### config.mk
export PLATFORM = sky130hd
export DESIGN_NAME = pvp_div_pipe
export DESIGN_NICKNAME = d
export VERILOG_FILES = /design/src/hdl/pvp_div_pipe.sv
export SDC_FILE = /design/constraint.sdc
export NUM_CORES = 2
export LEC_CHECK = 0
export BUFFER_PORTS_ARGS = -buffer_cell sky130_fd_sc_hd__buf_2
export CAP_MARGIN = 0
export CORE_UTILIZATION = 39
export DETAILED_ROUTE_END_ITERATION = 16
export HOLD_SLACK_MARGIN = 0.02
export PLACE_DENSITY_LB_ADDON = 0.1
export SETUP_SLACK_MARGIN = 0.05
export SYNTH_ARGS = -nofsm -noshare
export SYNTH_HDL_FRONTEND = slang
export SYNTH_SLANG_ARGS = --single-unit
### constraint.sdc
create_clock -name clk -period 4.8 [get_ports clk]
set_clock_uncertainty 0.1 [all_clocks]
set_input_delay 0.72 -clock clk [delete_from_list [all_inputs] [get_ports clk]]
set_output_delay 0.72 -clock clk [all_outputs]
set_load 0.03 [all_outputs]
### src/hdl/pvp_div_pipe.sv
module pvp_div_pipe #(
  parameter int QW = 31,
  parameter int DW = 32
) (
  input  logic          clk,
  input  logic          en,
  input  logic [DW-1:0] r0,
  input  logic [QW-1:0] bits,
  input  logic [DW-1:0] d,
  output logic [QW-1:0] q
);

  logic [DW-1:0] rem [QW];
  logic [QW-1:0] qq [QW];
  logic [DW-1:0] dv [QW-1];
  logic [QW-1:0] nb [QW-1];

  for (genvar j = 0; j < QW; j++) begin : g_stage
    logic [DW-1:0] rin;
    logic [DW-1:0] din;
    logic [QW-1:0] bin;
    logic [QW-1:0] qin;
    logic [DW:0] t;
    logic ge;

    if (j == 0) begin : g_first
      assign rin = r0;
      assign din = d;
      assign bin = bits;
      assign qin = '0;
    end else begin : g_next
      assign rin = rem[j-1];
      assign din = dv[j-1];
      assign bin = nb[j-1];
      assign qin = qq[j-1];
    end

    assign t = {rin, bin[QW-1]};
    assign ge = t >= {1'b0, din};

    always_ff @(posedge clk) begin
      if (en) begin
        rem[j] <= ge ? DW'(t - {1'b0, din}) : t[DW-1:0];
        qq[j] <= {qin[QW-2:0], ge};
      end
    end

    if (j < QW - 1) begin : g_carry
      always_ff @(posedge clk) begin
        if (en) begin
          dv[j] <= din;
          nb[j] <= bin << 1;
        end
      end
    end
  end

  assign q = qq[QW-1];

endmodule

# ---- Word level (Yosys, flattened, before mapping)
# Memories as Yosys holds them, arrays and structs flattened.
# Index checks and enable logic that the tools add are counted.
dict set report classes {
  addsub 31
  n_lt_le_gt_ge 31
  mux 33
}
# op n
set ops {}
lappend ops {{33-bit by 32-bit >= comparator with 1-bit output} 31}
lappend ops {{32-bit two-way mux} 31}
lappend ops {{32-bit subtractor} 31}
lappend ops {{1-bit two-way mux} 2}
dict set report totals {
  reg_bits 0
  ram_bits 3813
  in_bits 97
  out_inout_bits 31
  memories 4
}
# name words width rd rd_ports_with_merged_regs write_ports line
set mem_list {}
lappend mem_list {rem 31 32 30 0 31 13} ;# logic [DW-1:0] rem [QW];
lappend mem_list {qq 31 31 31 0 31 14} ;# logic [QW-1:0] qq [QW];
lappend mem_list {dv 30 32 30 0 30 15} ;# logic [DW-1:0] dv [QW-1];
lappend mem_list {nb 30 30 30 0 30 16} ;# logic [QW-1:0] nb [QW-1];

# ---- Longest topological paths before layout
# An unclocked memory read counts as a cell.
dict set report depth {
  ltp_word 3
  depth_mapped 16
  depth_no_buf 14
}

# ---- Worst setup path before layout
# OpenSTA, ideal clock, no wires.
dict set report synth_path {
  path_type {input port to flip-flop}
  start {input port d[6]}
  end {memory rem[0][0], data pin}
  t_arrival_ns 3.317
  t_required_ns 4.433
  slack_ns 1.116
  cell_stages 11
  n_path_buf 1
  cell_sequence {inv_1 ha_1 a2111oi_0 a211oi_1 o21ai_1 o31a_1 o31a_1 a21oi_1 o32ai_1 clkbuf_1 o21ai_0}
}
# item line
set synth_rtl {}
lappend synth_rtl {{from (decl)} 9} ;# input logic [DW-1:0] d,
lappend synth_rtl {{to (decl)} 13}

==> key figures <==
Synthesis
  – Synth warnings: 0
  – Most used DFF post-synth: edfxtp_1
  – Commonest cells post-synth: 2881 x edfxtp_1, 1245 x inv_1, 992 x ha_1, 926 x a21oi_1, 673 x nand2_1
  – Synthesized instance count: between 10k and 15k
  – Synthesized Nets: 13.3k
  – Synth area leaders: edfxtp_1 58%, ha_1 8.3%, mux2_2 4.0%
  – Synth cell types: 94
  – Dominant cell type by area after synthesis: edfxtp_1
  – Mapped Area: 149000 sq um
  – #FFs+latches synth: about 2.9k
  – Yosys top cell area share: 0.580
  – Mean Syn Cell Area: about 12 sq um
  – Most common cell in the netlist: edfxtp_1
  – Post-synth ARST share: 0
  – Sequential cell area fraction in the yosys report: 0.580
  – Post-synth EDFFs: about 2.9k

STA
  – Setup_tns: 0 ns
  – Worst slew margin: 0.268
  – Tmin final: 4.52 ns
  – Pins Over Slew Limit: 0
  – RSZ-0062 raised after global routing: no
  – Final hold vios: 0
  – Final worst-path cycle share: 0.942
  – Final setup viols: 0
  – Slew @ Worst Pin: 1.07 ns
  – Hold Slack: 0.162 ns
  – FMAX: approximately 0.22 GHz

Placed design
  – RD Place Congestion: 0.896
  – Port Buf Inserts: ~130
  – Area after DPL: 157000 sq um
  – Hpwl dp: approximately 270000 um

Routing
  – WL final: 361000 um
  – Routed vias/inst: 5.24
  – Initial DRC Count: ~6.4k
  – Post-route ant nets: 0
  – DRC: 0
  – Routed len/inst: a little over 20 um
  – Vias after detailed routing: approximately 93k
  – 1st-pass router iterations: 9

Worst setup path
  – Reg2Reg Setup Slack: 0.28 ns
  – Critical Path Source Type: register
  – Critical Path End Type: register
  – Worst path arrival time: approximately 5.1 ns
  – Critical Path RT: 5.34 ns
  – Crit Path Max Fanout: 38
  – Critical Setup Path Class: register to register

Die
  – Initial Utilization: 0.393
  – Chip Width: just over 600 um
  – Die Y: 620 um
  – Site row count: between 200 and 250
  – Die footprint: between 300000 and 400000 sq um
  – Num ports: 128
  – Core area: ~380000 sq um

Power
  – Power density cells: 686 nW/um^2
  – Static Leak: a little under 70 nW
  – Clock share of power: 0.223
  – Sequential power share: 0.350
  – Sw Share: 0.360
  – Internal power: 74.0 mW
  – VDD IR max: ~0.00032 V
  – Total power: approximately 120 mW
  – Logic gate share of total power: 0.427
  – NetSw: 41.7 mW

CTS
  – Clock slew at reported path FFs: roughly 0.06 ns
  – Total clock sinks: 2881
  – CTS Buffer Depth: 4
  – Num CTS Buffers: 337
  – Root Driver: clkbuf_16
  – Post-CTS setup buffers: 0
  – H-Tree Depth: 5
  – CTS tree: yes
  – Worst-Skew Late Latency: 0.93 ns

Cells and area
  – Area Growth Syn to Fin: 13.1%
  – Final nets: about 14k
  – Fin area: 169000 sq um
  – Share of cells above drive strength 1: 0.108

Min path
  – Min-Delay Path Class: primary input to register

Flow run
  – Max-Cap Viols: 0

Global route
  – Largest net degree at the start of global routing: about 150
  – First-pass GRT wire length: 553000 um
  – Initial antenna violation count: 8
  – Vias in the first global route: 93.1k
  – Gr usage total: 0.184
  – GRT Residual Overflow: 0

Run status
  – Outcome: finished, final reports clean
[placed cells by master (no fill, tap or decap), drive strengths merged, types with 389 or more instances in the layout]
cell type / n
inv: 1262
a21o: 592
clkbuf: 389
o21ai: 643
nand2: 673
ha: 992
nor2: 621
xnor2: 529
edfxtp: 2881
a21oi: 929
mux2: 540
[sequential cells by signal, indices dropped and copies added (netlist names)]
signal and flops:
nb 465, dv 960, qq 496, rem 960
[power groups by stage]
stage	clock, mW	sequential [mW]	combinational (mW)
floorplan	0	38.5	37.7
global placement	0	41.3	48.7
detailed placement	0	41.2	49.1
CTS	26.7	40.7	49.5
global route	27.6	41.0	55.0
finish	25.8	40.5	49.4
[area by class of cell]
type / instances / area [sq um]
Fill cell: 34667 / 211000
Sequential cell: 2881 / 86500
Multi-Input combinational cell: 7747 / 57100
Clock buffer: 389 / 8690
Tap cell: 5016 / 6280
Inverter: 1245 / 4670
Timing Repair Buffer: 351 / 3070
Clock inverter: 221 / 2400
Antenna cell: 3 / 7.51
[layer usage]
layer	vias to the layer above	track usage	routed length [um]
met5	-	0	0
met4	0	0.0540	10500
met3	544	0.0191	12000
met2	1725	0.332	183000
met1	45470	0.233	156000
li1	45722	-	-
[cells by family (layout without fill, tap and decap cells)]
family	after synthesis	after routing	share of synthesized area
other cells	0	3	0
compound gates	3015	3015	0.128
buf+inv	1510	2206	0.0389
xor+xnor	820	820	0.0482
flops	2881	2881	0.580
mux	583	583	0.0440
simple gates	2307	2307	0.0734
fa+ha+maj	1022	1022	0.0873
[worst paths after layout]
check	cells past startpoint	to	start
max	14	rem[22][3]	dv[21][1]
min	1	nb[1][19]	en
max reg2reg	14	rem[22][3]	dv[21][1]
min reg2reg	0	nb[2][24]	nb[1][23]
[metrics by stage]
step | utilization | cells | setup WS, ns
2_1_floorplan | - | 12138 | 1.12
3_3_place_gp | 0.413 | 17146 | 0.329
5_1_grt | 0.444 | 17852 | 0.0776
4_1_cts | 0.444 | 17850 | 0.249
3_5_place_dp | 0.413 | 17146 | 0.304
6_report | 0.444 | 17853 | 0.281
[critical path, stage by stage (launching register included)]
cell	delay (ns)
edfxtp_1	0.40
inv_1	0.06
ha_1	0.31
nor2b_1	0.15
o21ai_0	0.12
a21boi_0	0.27
o21ai_0	0.26
a211oi_2	0.41
o21ai_0	0.26
a2111oi_1	0.66
buf_4	0.23
o221ai_1	0.17
a21boi_4	0.22
buf_12	0.23
mux2_2	0.36
[timing repair]
| action | CTS | global route |
|---|---|---|
| resized for setup | 0 | 1 |
| setup endpoints to repair | 0 | 25 |
| hold endpoints to repair | 94 | 0 |
| hold buffers | 94 | 0 |
Note: power is estimated with default switching activity, not from simulation.
